[config.mk]
export PLATFORM = sky130hd
export DESIGN_NAME = pattern_mask_filter
export DESIGN_NICKNAME = d
export VERILOG_FILES = /design/src/rtl/pmf_pkg.sv /design/src/rtl/pmf_cell.sv /design/src/rtl/pmf_out_buf.sv /design/src/rtl/pattern_mask_filter.sv
export SDC_FILE = /design/constraint.sdc
export NUM_CORES = 1
export LEC_CHECK = 0
export BUFFER_PORTS_ARGS = -buffer_cell sky130_fd_sc_hd__buf_2
export CORE_MARGIN = 3
export CORE_UTILIZATION = 57
export CTS_CLUSTER_DIAMETER = 50
export DETAILED_ROUTE_END_ITERATION = 10
export GPL_ROUTABILITY_DRIVEN = 1
export PLACE_DENSITY = 0.78
export SLEW_MARGIN = 20
export SYNTH_ARGS = -nofsm -noshare
export SYNTH_HDL_FRONTEND = slang
export SYNTH_HIERARCHICAL = 1
export SYNTH_SLANG_ARGS = --single-unit
[constraint.sdc]
create_clock -name clk_i -period 5.7 [get_ports clk_i]
set_input_delay 0.57 -clock clk_i [delete_from_list [all_inputs] [get_ports clk_i]]
set_output_delay 0.57 -clock clk_i [all_outputs]
set_load 0.1 [all_outputs]
[src/rtl/pmf_pkg.sv]
package pmf_pkg;

  // default for the longest pattern the window holds
  localparam int unsigned DEF_MAX_PATTERN = 16;

  // fixed widths of the register file
  localparam int unsigned LEN_W     = 5;
  localparam int unsigned PAT_BYTES = 16;
  localparam int unsigned PB_W      = 4;
  localparam int unsigned CFG_W     = 64;
  localparam int unsigned ADDR_W    = 2;

  // replacement character for masked bytes
  localparam logic [7:0] MASK_CHAR = 8'h2A;

  // register indexes
  typedef enum logic [ADDR_W-1:0] {
    REG_PAT_LOW  = 2'd0,
    REG_PAT_HIGH = 2'd1,
    REG_PAT_LEN  = 2'd2
  } pmf_reg_e;

  // control handed to every cell of the window
  typedef struct packed {
    logic shift;
    logic hit;
  } pmf_cell_ctrl_t;

  // one output word
  typedef struct packed {
    logic [7:0] data;
    logic       last;
  } pmf_word_t;

endpackage

[src/rtl/pmf_cell.sv]
module pmf_cell import pmf_pkg::*; #(
  parameter int unsigned CW  = 5,
  parameter int unsigned IDX = 0
) (
  input  logic           clk_i,
  input  logic           rst_ni,
  input  pmf_cell_ctrl_t ctrl_i,
  input  logic [CW-1:0]  len_i,
  input  logic [7:0]     pat_byte_i,
  input  logic [7:0]     byte_i,
  input  logic           mask_i,
  output logic           eq_o,
  output logic [7:0]     byte_o,
  output logic           mask_o,
  output logic [7:0]     byte_d_o,
  output logic           mask_d_o
);

  logic [7:0] byte_q, byte_d;
  logic       mask_q, mask_d;
  logic       active;

  // cell lies inside the compared span
  assign active = CW'(IDX) < len_i;

  // compare the byte that moves in this cycle
  assign eq_o = !active || (byte_i == pat_byte_i);

  // shift from the younger neighbor, masking on a hit
  always_comb begin
    byte_d = byte_q;
    mask_d = mask_q;
    if (ctrl_i.shift) begin
      byte_d = byte_i;
      mask_d = mask_i || (ctrl_i.hit && active);
    end
  end

  always_ff @(posedge clk_i) begin
    byte_q <= byte_d;
  end

  always_ff @(posedge clk_i or negedge rst_ni) begin
    if (!rst_ni) begin
      mask_q <= 1'b0;
    end else begin
      mask_q <= mask_d;
    end
  end

  assign byte_o   = byte_q;
  assign mask_o   = mask_q;
  assign byte_d_o = byte_d;
  assign mask_d_o = mask_d;

endmodule

[src/rtl/pmf_out_buf.sv]
module pmf_out_buf import pmf_pkg::*; (
  input  logic      clk_i,
  input  logic      rst_ni,
  input  logic      push_i,
  input  pmf_word_t word_i,
  output logic      ready_o,
  output logic      valid_o,
  input  logic      pop_i,
  output pmf_word_t word_o
);

  pmf_word_t  mem_q [2];
  logic       wr_q, wr_d;
  logic       rd_q, rd_d;
  logic [1:0] cnt_q, cnt_d;
  logic       do_push, do_pop;

  assign ready_o = cnt_q != 2'd2;
  assign valid_o = cnt_q != 2'd0;
  assign word_o  = mem_q[rd_q];
  assign do_push = push_i && ready_o;
  assign do_pop  = pop_i && valid_o;

  // pointers and fill level
  always_comb begin
    wr_d  = do_push ? !wr_q : wr_q;
    rd_d  = do_pop ? !rd_q : rd_q;
    cnt_d = cnt_q;
    if (do_push && !do_pop) begin
      cnt_d = cnt_q + 2'd1;
    end else if (do_pop && !do_push) begin
      cnt_d = cnt_q - 2'd1;
    end
  end

  always_ff @(posedge clk_i or negedge rst_ni) begin
    if (!rst_ni) begin
      wr_q  <= 1'b0;
      rd_q  <= 1'b0;
      cnt_q <= 2'd0;
    end else begin
      wr_q  <= wr_d;
      rd_q  <= rd_d;
      cnt_q <= cnt_d;
    end
  end

  // word storage
  always_ff @(posedge clk_i) begin
    if (do_push) begin
      mem_q[wr_q] <= word_i;
    end
  end

endmodule

[src/rtl/pattern_mask_filter.sv]
// channel | direction | handshake              | payload
// in      | input     | in_valid_i/in_ready_o  | data_byte_i, end_of_stream_i
// out     | output    | out_valid_o/out_ready_i| out_byte_o, out_last_o
// cfg     | input     | cfg_we_i               | cfg_addr_i, cfg_wdata_i
//
// one byte per cycle in steady state; once pattern length minus one bytes are held,
// every accepted byte pushes one word in the same cycle into a two-word output buffer,
// so each byte is held in the chain until pattern length minus one later bytes arrive.
// a byte marked end of stream, or a shortened pattern length, leaves surplus
// bytes that drain one word per cycle while input is held off and the buffer has room.
// reset clears fill, mask flags and the output buffer and sets the match distance to its maximum.
// a full output buffer stalls input.
module pattern_mask_filter import pmf_pkg::*; #(
  parameter int unsigned MAX_PATTERN = DEF_MAX_PATTERN
) (
  input  logic              clk_i,
  input  logic              rst_ni,
  input  logic              cfg_we_i,
  input  logic [ADDR_W-1:0] cfg_addr_i,
  input  logic [CFG_W-1:0]  cfg_wdata_i,
  input  logic              in_valid_i,
  output logic              in_ready_o,
  input  logic [7:0]        data_byte_i,
  input  logic              end_of_stream_i,
  output logic              out_valid_o,
  input  logic              out_ready_i,
  output logic [7:0]        out_byte_o,
  output logic              out_last_o
);

  localparam int unsigned CW = $clog2(MAX_PATTERN + 1);
  localparam int unsigned IW = (MAX_PATTERN > 1) ? $clog2(MAX_PATTERN) : 1;

  // configuration registers
  logic [CFG_W-1:0] pat_low_q, pat_high_q;
  logic [LEN_W-1:0] pat_len_q;

  always_ff @(posedge clk_i or negedge rst_ni) begin
    if (!rst_ni) begin
      pat_low_q  <= '0;
      pat_high_q <= '0;
      pat_len_q  <= '0;
    end else if (cfg_we_i) begin
      case (pmf_reg_e'(cfg_addr_i))
        REG_PAT_LOW:  pat_low_q  <= cfg_wdata_i;
        REG_PAT_HIGH: pat_high_q <= cfg_wdata_i;
        REG_PAT_LEN:  pat_len_q  <= cfg_wdata_i[LEN_W-1:0];
        default: ;
      endcase
    end
  end

  // effective length and bytes held back
  logic [CW-1:0] len, keep;
  assign len  = (pat_len_q > LEN_W'(MAX_PATTERN)) ? CW'(MAX_PATTERN) : pat_len_q[CW-1:0];
  assign keep = (len == '0) ? '0 : len - CW'(1);

  logic [8*PAT_BYTES-1:0] pat;
  assign pat = {pat_high_q, pat_low_q};

  // control state
  logic [CW-1:0] fill_q, fill_d;
  logic [CW-1:0] dist_q, dist_d, dist_inc;
  logic          drain_q, drain_d;
  logic          flush_q, flush_d;
  logic          buf_ready, accept, drain_step, push, hit, emit;
  logic [CW-1:0] fill_inc, fill_dec;
  logic [IW-1:0] rd_idx;

  pmf_cell_ctrl_t     ctrl;
  logic [MAX_PATTERN-1:0] eq, mask_q, mask_d;
  logic [7:0]             byte_q [MAX_PATTERN];
  logic [7:0]             byte_d [MAX_PATTERN];

  assign in_ready_o = !drain_q && buf_ready;
  assign accept     = in_valid_i && in_ready_o;
  assign drain_step = drain_q && buf_ready;
  // an accepted byte releases a word once the window holds more than keep bytes, or when it ends the stream
  assign emit       = end_of_stream_i || (fill_inc > keep);
  assign push       = (accept && emit) || drain_step;

  assign fill_inc = fill_q + CW'(1);
  assign fill_dec = fill_q - CW'(1);
  assign dist_inc = (dist_q < CW'(MAX_PATTERN)) ? dist_q + CW'(1) : dist_q;

  // match over the newest len bytes of the shifted window
  assign hit = accept && (len != '0) && (fill_inc >= len) && (dist_inc >= len) && (&eq);

  assign ctrl.shift = accept;
  assign ctrl.hit   = hit;

  // chain of window cells, newest at index zero
  for (genvar j = 0; j < MAX_PATTERN; j++) begin : g_cell
    logic [7:0]       nb_byte;
    logic             nb_mask;
    logic [LEN_W-1:0] pidx;

    if (j == 0) begin : g_head
      assign nb_byte = data_byte_i;
      assign nb_mask = 1'b0;
    end else begin : g_body
      assign nb_byte = byte_q[j-1];
      assign nb_mask = mask_q[j-1];
    end

    // pattern byte aligned to this cell
    assign pidx = LEN_W'(len) - LEN_W'(1) - LEN_W'(j);

    pmf_cell #(
      .CW (CW),
      .IDX(j)
    ) u_cell (
      .clk_i     (clk_i),
      .rst_ni    (rst_ni),
      .ctrl_i    (ctrl),
      .len_i     (len),
      .pat_byte_i(pat[8*pidx[PB_W-1:0] +: 8]),
      .byte_i    (nb_byte),
      .mask_i    (nb_mask),
      .eq_o      (eq[j]),
      .byte_o    (byte_q[j]),
      .mask_o    (mask_q[j]),
      .byte_d_o  (byte_d[j]),
      .mask_d_o  (mask_d[j])
    );
  end

  // oldest held byte after this cycle's shift
  pmf_word_t word;
  assign rd_idx    = accept ? fill_q[IW-1:0] : fill_dec[IW-1:0];
  assign word.data = mask_d[rd_idx] ? MASK_CHAR : byte_d[rd_idx];
  assign word.last = accept ? (end_of_stream_i && (fill_q == '0))
                            : (flush_q && (fill_q == CW'(1)));

  // next fill, match distance and drain mode
  always_comb begin
    fill_d  = fill_q;
    dist_d  = dist_q;
    drain_d = drain_q;
    flush_d = flush_q;
    if (accept) begin
      fill_d  = emit ? fill_q : fill_inc;
      dist_d  = end_of_stream_i ? CW'(MAX_PATTERN) : (hit ? '0 : dist_inc);
      flush_d = end_of_stream_i;
      drain_d = end_of_stream_i ? (fill_q != '0) : (fill_q > keep);
    end else if (drain_step) begin
      fill_d  = fill_dec;
      drain_d = flush_q ? (fill_dec != '0) : (fill_dec > keep);
    end
  end

  always_ff @(posedge clk_i or negedge rst_ni) begin
    if (!rst_ni) begin
      fill_q  <= '0;
      dist_q  <= CW'(MAX_PATTERN);
      drain_q <= 1'b0;
      flush_q <= 1'b0;
    end else begin
      fill_q  <= fill_d;
      dist_q  <= dist_d;
      drain_q <= drain_d;
      flush_q <= flush_d;
    end
  end

  // output words
  pmf_word_t out_word;

  pmf_out_buf u_out_buf (
    .clk_i  (clk_i),
    .rst_ni (rst_ni),
    .push_i (push),
    .word_i (word),
    .ready_o(buf_ready),
    .valid_o(out_valid_o),
    .pop_i  (out_ready_i),
    .word_o (out_word)
  );

  assign out_byte_o = out_word.data;
  assign out_last_o = out_word.last;

endmodule

==> results of run 1 <==
power by group:
group | switching, mW | internal [mW] | total (mW)
logic | 5.70 | 4.86 | 10.6
clock network | 0.989 | 1.45 | 2.44
registers | 1.01 | 3.09 | 4.10
worst max-delay path, cell delays in order (launching register included):
cell and delay, ps:
dfrtp_1 440, nor2b_4 200, inv_1 140, ha_2 240, xnor2_4 340, inv_4 120, ha_1 250, xnor2_2 230
buf_12 200, mux2i_1 420, xnor2_1 180, nand4_1 130, o21ai_1 120, nand4_1 140, nor4_2 50, buf_4 130
o2111ai_1 140, inv_1 120, buf_12 170, a21boi_1 140, o22a_2 210, mux4_2 430, o21ai_0 120, nand4_2 280
nand3b_1 280
layout make-up:
| type | instances | share of cell area (%) |
|---|---|---|
| Clock inverter | 18 | 0.881 |
| Sequential cell | 311 | 30.7 |
| Timing Repair Buffer | 151 | 4.64 |
| Clock buffer | 51 | 4.46 |
| Tap cell | 461 | 2.45 |
| Multi-Input combinational cell | 1227 | 56.5 |
| Inverter | 22 | 0.408 |
worst paths after layout:
check	start	endpoint	slack, ps	depth (start not counted)
max	pat_len_q[4]$_DFFE_PN0P_	u_out_buf/mem_q[1][4]$_DFFE_PP_	210	24
min	cfg_wdata_i[32]	pat_high_q[32]$_DFFE_PN0P_	280	2
max reg2reg	pat_len_q[4]$_DFFE_PN0P_	u_out_buf/mem_q[1][4]$_DFFE_PP_	210	24
min reg2reg	g_cell[15].u_cell/byte_o[2]$_DFF_P_	g_cell[15].u_cell/byte_o[2]$_DFF_P_	470	1
max in group asynchronous	rst_ni	pat_high_q[29]$_DFFE_PN0P_	4200	3
min in group asynchronous	rst_ni	u_out_buf/cnt_q[1]$_DFFE_PN0P_	450	2
repair_timing:
action / CTS / global route
hold buffers: 1 / 0
pin swaps: 2 / 7
endpoints found under the setup margin: 14 / 16
endpoints found under the hold margin: 25 / 0
resized for setup: 1 / 42
buffers inserted: 2 / 15
cloned: 0 / 1
cells by family (layout without fill, tap and decap cells):
group | count (synthesis) | after routing | share of synthesized area, %
DFF | 311 | 311 | 34.2
buffers and inverters | 122 | 242 | 3.42
AOI/OAI and AO/OA | 131 | 131 | 4.24
muxes | 758 | 758 | 44.8
other | 1 | 1 | 0.0177
xor gates and xnor gates | 154 | 154 | 7.02
adders and majority gates | 37 | 37 | 2.19
and+or+nand+nor | 146 | 146 | 4.04
registers in the layout, summed over array words and instances, names as in the netlist:
register              flops
g_cell.u_cell/byte_o    128
pat_high_q               64
pat_low_q                64
u_out_buf/mem_q          18
g_cell.u_cell/mask_o     16
dist_q                    5
fill_q                    5
pat_len_q                 5
u_out_buf/cnt_q           2
drain_q                   1
flush_q                   1
u_out_buf/rd_q            1
u_out_buf/wr_q            1
layout by cell type, fill, tap and decap left out, types with 5 or more instances in the layout:
master and instances:
xnor2_2 5, o21ai_1 9, buf_12 9, clkinv_2 5, edfxtp_1 18, a22oi_1 17, buf_2 89, mux2_1 6
mux2i_1 366, mux2_4 65, buf_4 45, nand3b_1 5, dfxtp_1 128, nor2_1 35, inv_1 15, xor2_1 9
mux2i_2 17, a21oi_1 30, mux2_2 201, xnor2_1 133, a21o_1 5, nand2_1 21, o21ai_0 14, dfrtp_1 164
mux4_1 11, ha_1 33, clkbuf_16 40, or2_2 7, inv_6 6, a31oi_1 5, mux4_2 89, clkbuf_1 9
nand4_1 37, nand2b_1 7, nand3_1 7
per-layer routing:
layer,global-route usage (%),share of wire (%)
met4,10.5,3.3
met2,45.4,44
met1,45.0,45
met3,5.71,7.2
met5,0,0
==> results.cfg, run 1 <==
[sta]
fin_ws_ps = 214
finClkSkew_ps = 20.5
hold_viol = 0
drv_slew = 0
relSlewSlack_pct = 34.5
tightest_slew_ps = 982
timing.fmax_mhz = 182
layout_min_cycle_time_ps = 5490
fin_crit_sh_pct = 96.2
tns_ps = 0
setup_viol = 0
worst_hold_slack_ps = 276

[synthesis]
synthDistinctLibCells = 90
synth_top_area_cell = dfrtp_1
synth_common_cells = 385 x mux2i_1, 201 x mux2_2, 164 x dfrtp_1, 136 x xnor2_1, 128 x dfxtp_1
synth.top_cells.by_area = dfrtp_1 19%, mux2i_1 18%, dfxtp_1 12%
synth-warning-count = 6
ys.flop_type = dfrtp_1
mappedNetlistArea_um2 = 21100
ys_seq_area_share_pct = 34.2
syn_nets = 1777
yosysMostFrequentCell = mux2i_1
ys_async_sr_fraction_pct = 53.1
synth_edf_count = 18
synth_top_area_share_pct = 19.4
synth.avg_cell_area_um2 = 12.7
ys_ff_latch = 311
synth_cells = 1660

[cells_and_area]
diodes = 0
fin_nets = 1868
final_cells = 2241
seq_area_um2 = 7230
final_layout_size_suffix_gt1_share_pct = 36.1
fin_area_um2 = 23600
final_core_util_pct = 65.4
fill_cells = 2725
multi_input_area_um2 = 13300
area_growth_syn_to_layout_pct = 11.6

[global_route]
grt_pass1_wl_mm = 90.2
grt_pass1_vias = 14400
grt_max_degree = 141
grt.total_usage_pct = 30.5
grt_overflow = 0
grt_antenna_before_repair = 0

[die]
design.core.area_um2 = 36100
dieArea_um2 = 39400
rows = 69
die_w_um = 199
die_height_um = 199
ios = 91
start_util_pct = 58.6

[clock_tree]
clk_latency_ps = 550
clock-root-buffer = clkbuf_16
cts_buffer_depth = 3
clk_pin_slew_ps = 60
cts_buffers = 38
cts_tree = built
cts.sinks = 311
htree_num_levels = 2

[place]
place.gp.congestion = 0.980
dpl_worst_slack_ps = -59.8
dpl_cell_area_um2 = 22000
place_hpwl_mm = 46.5
port-buffer-count = 90
place_inst = 2153

[routing]
drtIter0Drc = 1242
via_count = 14600
drtAntennaViolNets = 0
dr.pass1.iters = 5
drc = 0
viasPerCell = 6.52
wl_mm = 60.6
routedWlPerCell_um = 27.0

[critical_path]
cp-start-kind = register
worstPathMaxFanout = 16
crit_required_ps = 5980
cp-end-kind = register
worstPathArrival_ps = 5760
worstSetupPathType = register to register

[pwr]
power-per-cell-area_nw_per_um2 = 725
fin_total_pwr_mw = 17.1
irDropWorstVdd_uv = 392
power.leakage_nw = 9.94

[min_path]
hp-class = primary input to register

[run_status]
status = complete, no violations

[run]
maxCapViolations = 0
Note: power is estimated with default switching activity, not from simulation.
==> run 2: changes to the inputs <==
Settings changed: RECOVER_POWER set to 25, SETUP_SLACK_MARGIN set to 0.05.
==> run 2 against run 1 <==
Against the previous run: largest cell class unchanged; sequential share of layout area is 0.50 points lower; largest power group unchanged; clock-buffer cell count unchanged; the run now ends with capacitance limit, slew limit left; critical endpoint is now u_out_buf/mem_q[1][3]$_DFFE_PP_; critical path depth down 1; combinational power up 5%; cell area grew 1.7%; register-to-register slack is essentially flat.
==> results.cfg, run 2 (synthesized netlist as in run 1, its figures left out) <==
[critical_path]
worstPathArrival_ps = 5740
rr_worst_depth = 23
cp-end-kind = register
worstPathMaxFanout = 29
worstSetupPathType = register to register
cp-start-kind = register
crit_required_ps = 5960

[sta]
hold_viol = 0
tightest_slew_ps = 3770
worst_hold_slack_ps = 275
fin_crit_sh_pct = 96.1
drv_slew = 91
setup_viol = 0
relSlewSlack_pct = -151
timing.fmax_mhz = 183
layout_min_cycle_time_ps = 5480
finClkSkew_ps = 20.5
rsz0062_at_grt = false

[pwr]
p_seq_share_pct = 23.2
fin_total_pwr_mw = 17.7
p_int_mw = 9.74
power-per-cell-area_nw_per_um2 = 736
power.leakage_nw = 9.99
power_frac_comb_pct = 62.9
irDropWorstVdd_uv = 393
netSwitchingFraction_pct = 44.8
power_switching_mw = 7.91
p_clk_share_pct = 13.8

[global_route]
grt_max_degree = 141
grt_pass1_wl_mm = 90.2
grt_overflow = 0
grt_antenna_before_repair = 0
grt.total_usage_pct = 30.5
grt_pass1_vias = 14400

[clock_tree]
cts_tree = built
cts.sinks = 311
cts_buffer_depth = 3
clock-root-buffer = clkbuf_16
clk_pin_slew_ps = 60
htree_num_levels = 2
clk_latency_ps = 550
cts_buffers = 38

[routing]
wl_mm = 61.7
routedWlPerCell_um = 27.4
drtIter0Drc = 1230
drtAntennaViolNets = 0
via_count = 14800
viasPerCell = 6.56
drc = 0
dr.pass1.iters = 6

[run_status]
status = complete, but fails checks
violations = capacitance limit, slew limit

[cells_and_area]
final_cells = 2255
final_cell_mix = 335 x mux2i_1, 201 x mux2_2, 164 x dfrtp_1
fin_nets = 1882
diodes = 0
fin_area_um2 = 24000
layout_commonest_cell = mux2i_1
area_growth_syn_to_layout_pct = 13.5
largest_reg_flops = 128
final_layout_size_suffix_gt1_share_pct = 38.2

[die]
design.core.area_um2 = 36100
die_height_um = 199
rows = 69
ios = 91
die_w_um = 199
dieArea_um2 = 39400
start_util_pct = 58.6

[min_path]
hp-class = primary input to register
whs_path_depth = 2

[place]
port-buffer-count = 90
place.gp.congestion = 0.980
dpl_cell_area_um2 = 22000
place_inst = 2153
place_hpwl_mm = 46.5

[run]
maxCapViolations = 2
run 2: cell count changes in the layout (fill, tap and decap cells not counted), sizes merged:
cell    delta
clkbuf     +7
buf        +7
run 2: repair_timing:
item	4_1_cts	5_1_grt
cloned	0	3
buffers inserted	2	27
endpoints found under the setup margin	16	16
hold buffers	1	0
hold endpoints to repair	25	0
pin swaps	2	15
resized for setup	2	90
run 2: power by group through the flow:
| stage | registers (mW) | logic [mW] | clock network (mW) |
|---|---|---|---|
| 3_5_place_dp | 4.08 | 10.0 | 0 |
| 2_1_floorplan | 3.60 | 7.76 | 0 |
| 4_1_cts | 4.05 | 10.1 | 2.48 |
| 3_3_place_gp | 4.03 | 9.87 | 0 |
| 5_1_grt | 4.18 | 11.6 | 2.56 |
| 6_report | 4.10 | 11.1 | 2.44 |
run 2: final cells by class:
cell class                      count  area, um2
Fill cell                        2670      12100
Tap cell                          461        577
Multi-Input combinational cell   1227      13500
Clock inverter                     18        208
Timing Repair Buffer              165       1280
Clock buffer                       51       1050
Sequential cell                   311       7230
Inverter                           22       96.3
run 2: per-layer routing:
metal / vias to the layer above / global-route usage [%] / wire (um)
met5: - / 0 / 0
met4: 0 / 10.5 / 2200
met3: 110 / 5.71 / 4190
met2: 566 / 45.4 / 27500
met1: 7600 / 45.0 / 27900
li1: 6520 / - / -
run 2: through the flow:
stage	setup WS, ps	setup TNS, ps	util [%]
after detailed placement	-59.8	-488	60.9
after global routing	16.5	0	66.5
after global placement	89.1	0	60.9
after CTS	55.6	0	64.5
final	225	0	66.5
after floorplan	50.3	0	-
run 2: final timing paths:
path	start	slack (ps)	end
worst max-delay path	pat_len_q[4]$_DFFE_PN0P_	220	u_out_buf/mem_q[1][3]$_DFFE_PP_
worst min-delay path	cfg_wdata_i[32]	280	pat_high_q[32]$_DFFE_PN0P_
worst max register to register	pat_len_q[4]$_DFFE_PN0P_	220	u_out_buf/mem_q[1][3]$_DFFE_PP_
worst min register to register	g_cell[15].u_cell/byte_o[2]$_DFF_P_	470	g_cell[15].u_cell/byte_o[2]$_DFF_P_
max in group asynchronous	rst_ni	3280	pat_high_q[29]$_DFFE_PN0P_
min in group asynchronous	rst_ni	940	u_out_buf/cnt_q[1]$_DFFE_PN0P_
run 2: worst max-delay path, cell delays in order, from the launching register on:
cell	delay, ps
dfrtp_1	440
nor2b_4	200
inv_1	140
ha_2	340
inv_2	200
buf_12	260
mux2i_1	430
mux2i_1	250
mux2i_4	240
xnor2_1	210
nand4_1	170
o21ai_2	230
nand4_1	150
nor4_2	300
buf_4	150
o2111ai_1	150
inv_1	150
buf_12	150
a21boi_1	200
o22a_2	180
mux4_2	220
o21ai_0	140
nand4_4	190
a21oi_1	90
